==> config.mk <==
export PLATFORM = sky130hd
export DESIGN_NAME = spos_controller
export DESIGN_NICKNAME = d
export VERILOG_FILES = /design/src/hdl/spos_pkg.sv /design/src/hdl/spos_controller.sv
export SDC_FILE = /design/constraint.sdc
export NUM_CORES = 1
export LEC_CHECK = 0
export ABC_AREA = 1
export ABC_CLOCK_PERIOD_IN_PS = 1500
export BUFFER_PORTS_ARGS = -buffer_cell sky130_fd_sc_hd__clkbuf_2
export CORE_MARGIN = 1
export CORE_UTILIZATION = 32
export CTS_CLUSTER_DIAMETER = 80
export CTS_CLUSTER_SIZE = 28
export DETAILED_ROUTE_END_ITERATION = 8
export GPL_ROUTABILITY_DRIVEN = 0
export PLACE_DENSITY = 0.61
export SLEW_MARGIN = 20
export SYNTH_ARGS = -nofsm -noshare
export SYNTH_HDL_FRONTEND = slang
export SYNTH_SLANG_ARGS = --single-unit
==> constraint.sdc <==
create_clock -name clk_i -period 1.5 [get_ports clk_i]
set_input_delay 0.225 -clock clk_i [delete_from_list [all_inputs] [get_ports clk_i]]
set_output_delay 0.225 -clock clk_i [all_outputs]
set_load 0.01 [all_outputs]
==> src/hdl/spos_pkg.sv <==
// Shared constants, field widths and controller/datapath interface types.
`timescale 1ns / 1ps
package spos_pkg;

  localparam int DEF_MAX_NODES = 2048;
  localparam int DEF_MAX_EDGES = 16384;
  localparam int DEF_ID_SPACE  = 32768;

  localparam int KIND_W   = 3;
  localparam int NODE_W   = 11;
  localparam int WEIGHT_W = 16;
  localparam int ID_W     = 15;
  localparam int REV_W    = 20;
  localparam int CFG_W    = 12;
  localparam int DIST_W   = 32;

  localparam logic [DIST_W-1:0] DIST_UNREACHABLE = {DIST_W{1'b1}};
  localparam logic [DIST_W-1:0] DIST_SATURATED   = {{(DIST_W-1){1'b1}}, 1'b0};

  localparam logic [KIND_W-1:0] KIND_ADD_EDGE    = 3'd0;
  localparam logic [KIND_W-1:0] KIND_ROUTE       = 3'd1;
  localparam logic [KIND_W-1:0] KIND_ADD_OFFER   = 3'd2;
  localparam logic [KIND_W-1:0] KIND_CANCEL      = 3'd3;
  localparam logic [KIND_W-1:0] KIND_SELL        = 3'd4;

  typedef struct packed {
    logic accept;
    logic ctr_clr;
    logic ctr_inc;
    logic node_clr;
    logic node_start;
    logic scan_init;
    logic scan_rd;
    logic settle;
    logic edge_rd;
    logic tgt_rd;
    logic relax;
    logic offer_clr;
    logic offer_rd;
    logic sell_init;
    logic sell_wr;
    logic edge_wr;
    logic offer_add;
    logic offer_cancel;
    logic routed_set;
    logic result;
  } spos_cmd_t;

  typedef struct packed {
    logic [KIND_W-1:0] kind;
    logic              node_last;
    logic              scan_last;
    logic              edge_last;
    logic              id_last;
    logic              scan_found;
    logic              start_ok;
    logic              edges_empty;
  } spos_stat_t;

endpackage

==> src/hdl/spos_controller.sv <==
// Controller state machine sequencing requests, route scans and the sell scan.
`timescale 1ns / 1ps
module spos_controller import spos_pkg::*; (
  input  logic       clk_i,
  input  logic       rst_ni,
  input  logic       start_i,
  output logic       busy_o,
  input  spos_stat_t stat_i,
  output spos_cmd_t  cmd_o
);

  typedef enum logic [3:0] {
    ST_CLEAR, ST_IDLE, ST_DISPATCH, ST_R_CLR, ST_R_INIT, ST_SCAN, ST_DRAIN, ST_SETTLE,
    ST_E_RD, ST_E_TGT, ST_E_RLX, ST_S_SCAN, ST_S_DRAIN1, ST_S_DRAIN2, ST_S_WR
  } state_e;

  state_e state_q, state_d;
  logic   busy_q;

  always_comb begin
    cmd_o   = '0;
    state_d = state_q;
    case (state_q)
      ST_CLEAR: begin
        cmd_o.offer_clr = 1'b1;
        cmd_o.ctr_inc   = 1'b1;
        if (stat_i.id_last) begin
          cmd_o.ctr_clr = 1'b1;
          state_d = ST_IDLE;
        end
      end
      ST_IDLE: begin
        if (start_i) begin
          cmd_o.accept = 1'b1;
          state_d = ST_DISPATCH;
        end
      end
      ST_DISPATCH: begin
        state_d = ST_IDLE;
        case (stat_i.kind)
          KIND_ADD_EDGE: cmd_o.edge_wr = 1'b1;
          KIND_ROUTE: begin
            cmd_o.ctr_clr = 1'b1;
            state_d = ST_R_CLR;
          end
          KIND_ADD_OFFER: cmd_o.offer_add = 1'b1;
          KIND_CANCEL: cmd_o.offer_cancel = 1'b1;
          KIND_SELL: begin
            cmd_o.ctr_clr   = 1'b1;
            cmd_o.sell_init = 1'b1;
            state_d = ST_S_SCAN;
          end
          default: state_d = ST_IDLE;
        endcase
      end
      ST_R_CLR: begin
        cmd_o.node_clr = 1'b1;
        cmd_o.ctr_inc  = 1'b1;
        if (stat_i.node_last) begin
          state_d = ST_R_INIT;
        end
      end
      ST_R_INIT: begin
        cmd_o.routed_set = 1'b1;
        if (stat_i.start_ok) begin
          cmd_o.node_start = 1'b1;
          cmd_o.scan_init  = 1'b1;
          state_d = ST_SCAN;
        end else begin
          state_d = ST_IDLE;
        end
      end
      ST_SCAN: begin
        cmd_o.scan_rd = 1'b1;
        cmd_o.ctr_inc = 1'b1;
        if (stat_i.scan_last) begin
          state_d = ST_DRAIN;
        end
      end
      ST_DRAIN: state_d = ST_SETTLE;
      ST_SETTLE: begin
        if (stat_i.scan_found) begin
          cmd_o.settle  = 1'b1;
          cmd_o.ctr_clr = 1'b1;
          if (stat_i.edges_empty) begin
            cmd_o.scan_init = 1'b1;
            state_d = ST_SCAN;
          end else begin
            state_d = ST_E_RD;
          end
        end else begin
          state_d = ST_IDLE;
        end
      end
      ST_E_RD: begin
        cmd_o.edge_rd = 1'b1;
        state_d = ST_E_TGT;
      end
      ST_E_TGT: begin
        cmd_o.tgt_rd = 1'b1;
        state_d = ST_E_RLX;
      end
      ST_E_RLX: begin
        cmd_o.relax   = 1'b1;
        cmd_o.ctr_inc = 1'b1;
        if (stat_i.edge_last) begin
          cmd_o.scan_init = 1'b1;
          state_d = ST_SCAN;
        end else begin
          state_d = ST_E_RD;
        end
      end
      ST_S_SCAN: begin
        cmd_o.offer_rd = 1'b1;
        cmd_o.ctr_inc  = 1'b1;
        if (stat_i.id_last) begin
          state_d = ST_S_DRAIN1;
        end
      end
      ST_S_DRAIN1: state_d = ST_S_DRAIN2;
      ST_S_DRAIN2: state_d = ST_S_WR;
      ST_S_WR: begin
        cmd_o.sell_wr = 1'b1;
        cmd_o.result  = 1'b1;
        state_d = ST_IDLE;
      end
      default: state_d = ST_IDLE;
    endcase
  end

  always_ff @(posedge clk_i or negedge rst_ni) begin
    if (!rst_ni) begin
      state_q <= ST_CLEAR;
      busy_q  <= 1'b1;
    end else begin
      state_q <= state_d;
      busy_q  <= (state_d != ST_IDLE);
    end
  end

  assign busy_o = busy_q;

endmodule

# --- Word level (Yosys, flattened, before mapping) ---
# Cells that the tools add are included.
classes:
  eq_ne: 19
  n_mux: 40
  reduce_logical: 4
op_table:
  columns: ["operator", "n"]
  rows:
  - ["$pmux W4 S14", 1]
  - ["$mux W4", 8]
  - ["$eq A4 B4 Y1 const B", 7]
  - ["$mux W1", 25]
  - ["$eq A4 B3 Y1 const B", 4]
  - ["$eq A4 B2 Y1 const B", 2]
  - ["$pmux W4 S2", 1]
  - ["$eq A3 B2 Y1 const B", 2]
  - ["$mux W3", 2]
  - ["$pmux W1 S3", 2]
  - ["$reduce_or A5 Y1", 1]
  - ["$eq A4 B1 Y1 const B", 1]
  - ["$logic_not A4 Y1", 1]
  - ["$ne A4 B1 Y1 const B", 1]
  - ["$eq A3 B1 Y1 const B", 1]
  - ["$eq A3 B3 Y1 const B", 1]
  - ["$logic_not A3 Y1", 1]
  - ["$mux W2", 1]
  - ["$reduce_or A2 Y1", 1]
totals:
  ff_bits: 5
  inputBits: 13
  out_inout_bits: 21

# --- Depth between registers and ports, before layout ---
# Gate-level depths: netlist (run 1).
logic_depth:
  depth_word: 4
  depth_mapped: 9
  depth_no_buf: 9

# --- Worst setup path after synthesis (run 1) ---
# OpenSTA, ideal clock, no wires.
synth_path:
  kind: "register to output"
  start: "register state_q[3]"
  end: "output port cmd_o[18] in the netlist's numbering"
  t_arrival_ps: 1204
  required_ps: 1275
  slack_ps: 71
  path_stages_with_launch: 6
  n_path_buf: 0
  path_cell_list: "dfrtp_1 nor2_2 nand2_4 nor2_4 nor2_4 nand3b_1"
synth_lines:
  columns: ["element", "line", "text"]
  rows:
  - ["start: declaration", "spos_controller.sv:17", "state_e state_q, state_d;"]
  - ["start signal: assignment", "spos_controller.sv:136", "state_q <= state_d;"]
  - ["end: declaration", "spos_controller.sv:9", "output spos_cmd_t cmd_o"]

==> results of run 1 <==
-- through the flow --
stage / hold slack, ns / worst slack [ns]
2_1_floorplan: -0.0706 / 0.0709
4_1_cts: 0.288 / -0.142
6_report: 0.296 / -0.165
3_5_place_dp: 0.0422 / 0.0409
5_1_grt: 0.323 / -0.213
3_3_place_gp: 0.0435 / 0.0382
-- final cells by class --
cell class | count | area share, %
multi-input cells | 83 | 47.7
flip-flops and latches | 5 | 12.3
well taps | 25 | 2.97
repair buffers | 46 | 27.0
inverters | 21 | 7.47
clock buffers | 4 | 2.49
-- per-layer routing --
metal	vias up	track usage, %	part of all wire (%)
li1	439	-	-
met4	0	13.1	2.5
met1	405	22.7	39
met5	-	0	0
met3	6	2.31	6.5
met2	43	30.3	52
-- sequential cells by signal (all words and copies together), names as in the netlist --
register and cells:
busy_o 1, state_q 4
-- timing repair --
| item | 4_1_cts | 5_1_grt |
|---|---|---|
| setup endpoints to repair | 12 | 20 |
| resized for setup | 12 | 30 |
| gates cloned | 0 | 0 |
| pin swaps | 6 | 8 |
| buffers inserted | 5 | 3 |
| hold buffers | 1 | 0 |
| hold endpoints to repair | 5 | 0 |
-- worst max-delay path: cells and delay by family (launching register included) --
| family | cells | cell delay (ns) |
|---|---|---|
| simple gates | 4 | 0.43 |
| buf+inv | 3 | 0.32 |
| flops | 1 | 0.43 |
-- Yosys cell counts, types with 2 or more instances --
master / count / area share, %
nor2_1: 17 / 10
nor2_4: 4 / 7.0
nand2_2: 2 / 2.0
nand3_1: 12 / 9.4
nand3_2: 3 / 4.7
inv_1: 18 / 11
nand2_1: 27 / 16
inv_2: 2 / 1.2
o21ai_0: 2 / 1.6
nor4_1: 2 / 2.0
dfrtp_1: 4 / 16
nand3b_1: 2 / 2.3
nor2_2: 5 / 4.9
-- cells in the final DEF (no fill, tap or decap), drive strengths merged --
| cell type | n |
|---|---|
| nand2 | 30 |
| nor2 | 26 |
| nand3b | 2 |
| nor3 | 1 |
| nor4 | 2 |
| dlygate4sd3 | 1 |
| nand3 | 15 |
| clkinv | 1 |
| o21a | 1 |
| buf | 26 |
| or2 | 2 |
| dfrtp | 4 |
| inv | 20 |
| dfstp | 1 |
| a21oi | 1 |
| clkbuf | 23 |
| o21ai | 3 |
-- worst paths after layout --
check | start | to | slack, ns | cells after the start
hold / removal | stat_i[4] | state_q[3] | 0.30 | 4
setup reg to reg | state_q[3] | busy_o | 0.06 | 8
setup / recovery | state_q[3] | cmd_o[14] | -0.16 | 7
hold reg to reg | state_q[3] | state_q[0] | 0.88 | 5
max in group asynchronous | rst_ni | busy_o | 0.97 | 2
min in group asynchronous | rst_ni | state_q[3] | 0.31 | 2
-- cells by family (layout without fill, tap and decap cells) --
kind of cell | count (synthesis) | in the layout | share of synthesized area, %
AOI/OAI and AO/OA | 5 | 5 | 4.30
DFF | 5 | 5 | 19.7
and+or+nand+nor | 78 | 78 | 62.5
buffers and inverters | 22 | 71 | 13.5
-- where the power goes --
group | leakage, nW | internal [W] | switching, W
sequential | 0.0581 | 0.000213 | 0.000103
clock | 0.0150 | 0.000101 | 0.0000597
combinational | 0.556 | 0.000533 | 0.000772
==> impl_metrics.csv, run 1 <==
group,metric,value,unit
worst_setup_path,slowest_delay,0.43,ns
finish,fin_cells,184,
timing,finClkSkew,0.00665,ns
finish,layout.area.seq,130,um2
detailed_routing,avgRoutedWirePerCell,10.8,um
synth,synth-main-ff-cell,"dfrtp_1",
grt,antenna_found_initial,0,
timing,fin_setup_tns,-0.778,ns
synth,synth_fp_nets,123,
synth,syn_inst,110,
power,ir_drop,0.850,mV
finish,drive_above_1_share,53.5,%
clocking,cts_buffer_depth,2,
grt,grt_pass1_wl,2800,um
placement,dp_hpwl,1490,um
floorplan,die_h,46.7,um
power,total_leakage_power,0.629,nW
finish,utilization,58.5,%
timing,final_max_slew_viol_count,0,
synth,synthesis.area,641,um2
floorplan,die_x,46.7,um
timing,setup_viol,11,
finish,nNetsFinal,173,
hold_path,hold_class,"primary input to register",
detailed_routing,vias,893,
clocking,clock_latency,0.25,ns
synth,synth_edf_count,0,
synth,async_reset_ff_share,100,%
detailed_routing,drt_wl_total,1990,um
worst_setup_path,endpoint_kind,"output port",
clocking,htree_levels,1,
clocking,clk_pin_slew,0.05,ns
finish,multi_input_area,503,um2
status,status,"finished, violations left",
worst_setup_path,path_cells,"buf_6 > nor2_4 > nand3_1 > nand2_1 > nor2_1 > inv_1 > clkbuf_2",
power,power,0.00178,W
worst_setup_path,required,1.27,ns
detailed_routing,drc,0,
floorplan,rows,15,
timing,worst_slew_pin_slew,0.323,ns
power,powerDensity,1690,nW/um2
clocking,numCtsBuffers,3,
floorplan,core,1800,um2
placement,io_buffers,33,
clocking,root_buffer,"clkbuf_4",
placement,placedCellCount,171,
grt,grt-ovfl-total,0,
finish,stdcell_area,1050,um2
synth,synth-seq-area-share,19.7,%
timing,fin_crit_sh,111,%
timing,rsz0062_at_grt,"true",
grt,grt_pass1_vias,702,
detailed_routing,viasPerCell,4.85,
clocking,cts_tree,"done",
finish,syn_to_final_growth,64.6,%
floorplan,initial_core_util,35.6,%
grt,grt_usage,18.6,%
timing,worst_slack,-0.165,ns
worst_setup_path,cp.arrival,1.44,ns
finish,antennaDiodeCount,0,
worst_setup_path,critical_path_class,"register to output port",
floorplan,ios,34,
status,violations,"negative setup slack",
synth,ys_warn_count,0,
grt,grt_max_degree,8,
finish,fillers,188,
timing,slew_headroom,78.4,%
timing,fmax,0.601,GHz
detailed_routing,dr.pass1.iters,4,
job,cap_violations,0,
detailed_routing,ant_nets,0,
timing,hold_viol,0,
floorplan,die_area,2180,um2
synth,syn_avg_cell_area,5.82,um2
worst_setup_path,setup.worst_path.start_class,"register",
detailed_routing,drt-initial-drc-count,19,
placement,place_area,860,um2
worst_setup_path,crit_slowest_cell,"dfrtp_1",
clocking,cts_sinks,5,
worst_setup_path,crit_path_max_fanout,4,
synth,synth_seq_cells,5,
synth,ys_types,23,
timing,min_period,1.66,ns
No activity file was read; power rests on OpenSTA's default activity.
==> run 2: changes to the inputs <==
--- a/config.mk
+++ b/config.mk
@@ -9,12 +9,12 @@
 export ABC_CLOCK_PERIOD_IN_PS = 1500
 export BUFFER_PORTS_ARGS = -buffer_cell sky130_fd_sc_hd__clkbuf_2
 export CORE_MARGIN = 1
-export CORE_UTILIZATION = 32
+export CORE_UTILIZATION = 30
 export CTS_CLUSTER_DIAMETER = 80
 export CTS_CLUSTER_SIZE = 28
 export DETAILED_ROUTE_END_ITERATION = 8
 export GPL_ROUTABILITY_DRIVEN = 0
-export PLACE_DENSITY = 0.61
+export PLACE_DENSITY = 0.58
 export SLEW_MARGIN = 20
 export SYNTH_ARGS = -nofsm -noshare
 export SYNTH_HDL_FRONTEND = slang
==> impl_metrics.csv, run 2 (synthesis gave the netlist of run 1 again) <==
group,metric,value,unit
status,status,"finished, violations left",
status,violations,"negative setup slack",
timing,fmax,0.602,GHz
timing,hold_slack,0.322,ns
clocking,cts_tree,"done",
worst_setup_path,startpoint,"state_q[1]",
grt,grt_pass1_vias,705,
power,ir_drop,0.862,mV
timing,rsz0062_at_grt,"true",
timing,final_max_slew_viol_count,0,
clocking,root_buffer,"clkbuf_4",
clocking,clock_latency,0.25,ns
detailed_routing,drt_wl_total,2220,um
timing,fin_crit_sh,111,%
clocking,cts_sinks,5,
power,total_leakage_power,0.651,nW
worst_setup_path,cp.arrival,1.44,ns
timing,worst_slack,-0.161,ns
power,powerDensity,1740,nW/um2
floorplan,core,1980,um2
hold_path,hold_class,"primary input to asynchronous set/reset pin",
finish,multi_input_area,523,um2
clocking,cts_buffer_depth,2,
finish,antennaDiodeCount,0,
worst_setup_path,reg2reg_to,"busy_o",
finish,utilization,57.8,%
finish,fin_cells,191,
grt,grt_pass1_wl,2990,um
grt,grt_max_degree,7,
placement,pre_cts_ws,-0.000165,ns
worst_setup_path,r2r_slack,0.10,ns
finish,largest_register_ffs,4,
placement,dp_hpwl,1510,um
finish,fillers,200,
finish,nNetsFinal,178,
worst_setup_path,endpoint_kind,"output port",
timing,worst_slew_pin_slew,0.250,ns
detailed_routing,ant_nets,0,
detailed_routing,vias,895,
worst_setup_path,r2r_start,"state_q[1]",
finish,drive_above_1_share,59.8,%
job,cap_violations,0,
floorplan,die_area,2320,um2
finish,syn_to_final_growth,78.7,%
placement,io_buffers,33,
worst_setup_path,setup.worst_path.start_class,"register",
clocking,numCtsBuffers,3,
floorplan,rows,16,
clocking,clk_pin_slew,0.05,ns
floorplan,die_x,48.2,um
worst_setup_path,crit_path_max_fanout,6,
worst_setup_path,critical_path_class,"register to output port",
timing,setup_viol,9,
floorplan,initial_core_util,32.3,%
finish,max_flop_register,"state_q",
worst_setup_path,rr_worst_depth,10,
floorplan,ios,34,
placement,placedCellCount,173,
timing,finClkSkew,0.00328,ns
timing,min_period,1.66,ns
finish,layout.area.seq,130,um2
clocking,htree_levels,1,
timing,slew_headroom,83.3,%
detailed_routing,avgRoutedWirePerCell,11.6,um
worst_setup_path,required,1.27,ns
timing,hold_viol,0,
detailed_routing,dr.pass1.iters,4,
detailed_routing,drc,0,
finish,final_common_cell,"nand2_1",
finish,final_cell_mix,"nand2_1, clkbuf_2, inv_1",
detailed_routing,drt-initial-drc-count,14,
grt,grt_usage,19.2,%
power,power,0.00199,W
floorplan,die_h,48.2,um
grt,grt-ovfl-total,0,
detailed_routing,viasPerCell,4.69,
grt,antenna_found_initial,0,
==> run 2: cell types whose count changed in the layout (fill, tap and decap cells not counted), moves of 2 or more <==
cell / before / now
nor2_1: 11 / 8
buf_6: 4 / 10
nand3_2: 3 / 5
nor2_2: 6 / 10
buf_2: 12 / 9
nand2_2: 6 / 8
nand3_1: 12 / 10
==> run 2: repair_timing <==
action / 4_1_cts / 5_1_grt
pin swaps: 7 / 11
hold buffers: 1 / 0
cloned: 0 / 0
setup buffers: 7 / 6
endpoints found under the hold margin: 5 / 0
gates resized for setup: 23 / 32
endpoints found under the setup margin: 14 / 19
==> run 2: metrics by stage <==
step                       TNS (ns)  cell area [um2]
after floorplan                   0              641
after global placement            0              862
after detailed placement  -0.000165              862
after CTS                    -0.636             1020
after global routing          -1.43             1140
final                        -0.688             1140
==> run 2: worst max-delay path by stage <==
stage,endpoint,slack (ns),depth (start not counted)
after floorplan,cmd_o[18],0.07,5
after global placement,cmd_o[18],0.05,7
after detailed placement,cmd_o[18],-0.0002,7
after CTS,cmd_o[18],-0.14,7
after global routing,cmd_o[14],-0.21,6
final,cmd_o[14],-0.16,6
==> run 2: routing by layer <==
metal | vias to the layer above | wire (um) | track usage (%)
li1 | 450 | - | -
met1 | 418 | 948 | 23.8
met2 | 24 | 1180 | 31.7
met3 | 3 | 66 | 1.48
met4 | 0 | 29 | 12.2
met5 | - | 0 | 0
==> run 2: cell type report <==
cell class / instances / area share, %
multi-input cells: 83 / 45.7
well taps: 27 / 2.95
repair buffers: 51 / 30.6
flip-flops and latches: 5 / 11.4
inverters: 21 / 7.10
clock buffers: 4 / 2.30
==> run 2: worst max-delay path: stages (launching register included) <==
cell      delay [ns]
dfrtp_2         0.45
nor2_2          0.26
nand3_1         0.16
nand2_2         0.11
nor2_2          0.04
inv_1           0.05
clkbuf_2        0.12
==> run 2: power by group <==
group          switching [W]  total [W]  internal, W  leakage [nW]
registers          0.0000940   0.000307     0.000213        0.0581
logic               0.000862    0.00152     0.000655         0.578
clock network      0.0000623   0.000163     0.000101        0.0150
==> run 3: changes to the inputs <==
--- a/config.mk
+++ b/config.mk
@@ -5,7 +5,7 @@
 export SDC_FILE = /design/constraint.sdc
 export NUM_CORES = 1
 export LEC_CHECK = 0
-export ABC_AREA = 1
+export ABC_AREA = 0
 export ABC_CLOCK_PERIOD_IN_PS = 1500
 export BUFFER_PORTS_ARGS = -buffer_cell sky130_fd_sc_hd__clkbuf_2
 export CORE_MARGIN = 1
==> impl_metrics.csv, run 3 <==
group,metric,value,unit
clocking,clk_pin_slew,0.04,ns
clocking,cts_buffer_depth,2,
finish,stdcell_area,1500,um2
finish,drive_above_1_share,74.9,%
clocking,cts_sinks,5,
finish,final_common_cell,"buf_4",
timing,slew_headroom,78.8,%
timing,min_period,1.86,ns
clocking,htree_levels,1,
synth,synth_common_cells,"nor2_1, nand2_1, nor3_1, a21oi_1",
timing,fin_setup_tns,-3.76,ns
grt,grt_max_degree,10,
synth,synthesis.area,636,um2
detailed_routing,drt-initial-drc-count,40,
power,total_leakage_power,0.736,nW
placement,io_buffers,33,
worst_setup_path,crit_path_max_fanout,5,
worst_setup_path,cpMostUsedCell,"buf_6",
placement,dp_hpwl,1780,um
worst_setup_path,crit_buf_inv,3,
worst_setup_path,rr_worst_depth,6,
worst_setup_path,slowest_delay,0.42,ns
synth,synthTopCellsByArea,"dfrtp_1, nor2_1, nor3_1",
timing,rsz0062_at_grt,"true",
floorplan,die_h,48.0,um
detailed_routing,drt_wl_total,3450,um
placement,place_area,1060,um2
placement,placedCellCount,177,
synth,synth_edf_count,0,
detailed_routing,drc,0,
timing,fin_crit_sh,124,%
floorplan,core,1980,um2
worst_setup_path,reg2reg_to,"busy_o",
worst_setup_path,path_cells,"buf_6 > nor2_4 > nand2_2 > buf_6 > nor4bb_4 > buf_2",
synth,synth-main-ff-cell,"dfrtp_1",
status,status,"finished, violations left",
timing,fmax,0.536,GHz
synth,yosysTopAreaCellShare,15.7,%
detailed_routing,vias,1087,
timing,final_max_slew_viol_count,0,
synth,syn_avg_cell_area,7.14,um2
synth,ys_types,35,
floorplan,initial_core_util,32.1,%
worst_setup_path,r2r_slack,-0.33,ns
clocking,numCtsBuffers,3,
worst_setup_path,critPathCapture,"cmd_o[2]",
status,violations,"negative setup slack",
detailed_routing,ant_nets,0,
power,ir_drop,1.42,mV
clocking,root_buffer,"clkbuf_4",
clocking,cts_tree,"done",
worst_setup_path,required,1.27,ns
finish,max_flop_register,"state_q",
synth,async_reset_ff_share,100,%
synth,synth_most_common_cell,"nor2_1",
synth,yosys.area.top_type,"dfrtp_1",
worst_setup_path,setup.worst_path.start_class,"register",
floorplan,ios,34,
grt,grt_usage,27.1,%
finish,largest_register_ffs,4,
worst_setup_path,endpoint_kind,"output port",
timing,hold_viol,0,
worst_setup_path,cp.arrival,1.64,ns
finish,syn_to_final_growth,136,%
synth,synth_seq_cells,5,
finish,antennaDiodeCount,0,
timing,setup_viol,23,
worst_setup_path,cp_top_family,"simple AND/OR/NAND/NOR gates",
floorplan,die_area,2310,um2
worst_setup_path,r2r_start,"state_q[1]",
finish,utilization,75.8,%
finish,nNetsFinal,181,
detailed_routing,avgRoutedWirePerCell,17.8,um
timing,hold_slack,0.335,ns
worst_setup_path,startpoint,"state_q[3]",
hold_path,hold_class,"primary input to asynchronous set/reset pin",
floorplan,die_x,48.0,um
timing,finClkSkew,0.00590,ns
timing,worst_slew_pin_slew,0.315,ns
grt,grt-ovfl-total,0,
synth,synth-seq-area-share,19.9,%
worst_setup_path,critical_path_class,"register to output port",
power,powerDensity,1860,nW/um2
synth,ys_warn_count,0,
finish,final_cell_mix,"buf_4, clkbuf_2, buf_2, buf_6, nor2_1",
detailed_routing,viasPerCell,5.60,
timing,worst_slack,-0.364,ns
grt,antenna_found_initial,0,
detailed_routing,dr.pass1.iters,4,
synth,synth_fp_nets,102,
finish,fin_cells,194,
job,cap_violations,0,
worst_setup_path,cp.depth,6,
grt,grt_pass1_wl,4330,um
synth,syn_inst,89,
grt,grt_pass1_vias,985,
worst_setup_path,crit_slowest_cell,"dfrtp_2",
clocking,clock_latency,0.24,ns
floorplan,rows,16,
run 3: how the worst min path moves through the flow:
stage | startpoint | endpoint | slack [ns] | depth (start not counted)
2_1_floorplan | rst_ni | state_q[0] | -0.07 | 0
3_3_place_gp | rst_ni | state_q[3] | 0.04 | 1
3_5_place_dp | rst_ni | state_q[3] | 0.05 | 1
4_1_cts | rst_ni | state_q[1] | 0.33 | 2
5_1_grt | rst_ni | state_q[1] | 0.38 | 2
6_report | rst_ni | state_q[1] | 0.33 | 2
run 3: timing repair:
item                       4_1_cts  5_1_grt
hold endpoints to repair         5        0
hold buffers                     1        0
setup endpoints to repair       23       22
setup buffers                    8        7
pin swaps                       12       11
gates resized for setup         48       37
run 3: logic make-up after synthesis:
kind of cell | after synthesis | share of synthesized area (%)
xor gates and xnor gates | 2 | 2.76
DFF | 5 | 19.9
AOI/OAI and AO/OA | 20 | 20.3
buffers and inverters | 11 | 9.05
muxes | 2 | 3.15
and+or+nand+nor | 49 | 44.9
run 3: area by class of cell:
type / count / area [um2]
Fill cell: 135 / 480
Sequential cell: 5 / 131
Multi-Input combinational cell: 73 / 678
Clock buffer: 4 / 26.3
Timing Repair Buffer: 81 / 617
Inverter: 4 / 15.0
Tap cell: 27 / 33.8
run 3: layer usage:
layer  share of wire [%]  vias up  wire (um)  track usage (%)
met5                   0        -          0                0
li1                    -      483          -                -
met2                  52       60       1800             45.1
met4                 3.2        0        111             11.7
met3                 7.1       12        244             5.66
met1                  38      532       1300             33.4
run 3: metrics by stage:
stage / total power [W] / setup slack [ns]
after floorplan: 0.00102 / -0.126
after global placement: 0.00172 / -0.240
after detailed placement: 0.00173 / -0.272
after CTS: 0.00237 / -0.259
after global routing: 0.00292 / -0.375
final: 0.00280 / -0.364
run 3: power breakdown:
group          total, W  leakage (nW)  switching [W]  internal (W)
logic           0.00230         0.665        0.00105       0.00125
registers      0.000339        0.0562       0.000128      0.000210
clock network  0.000155        0.0150      0.0000545      0.000100
total           0.00280         0.736        0.00124       0.00156
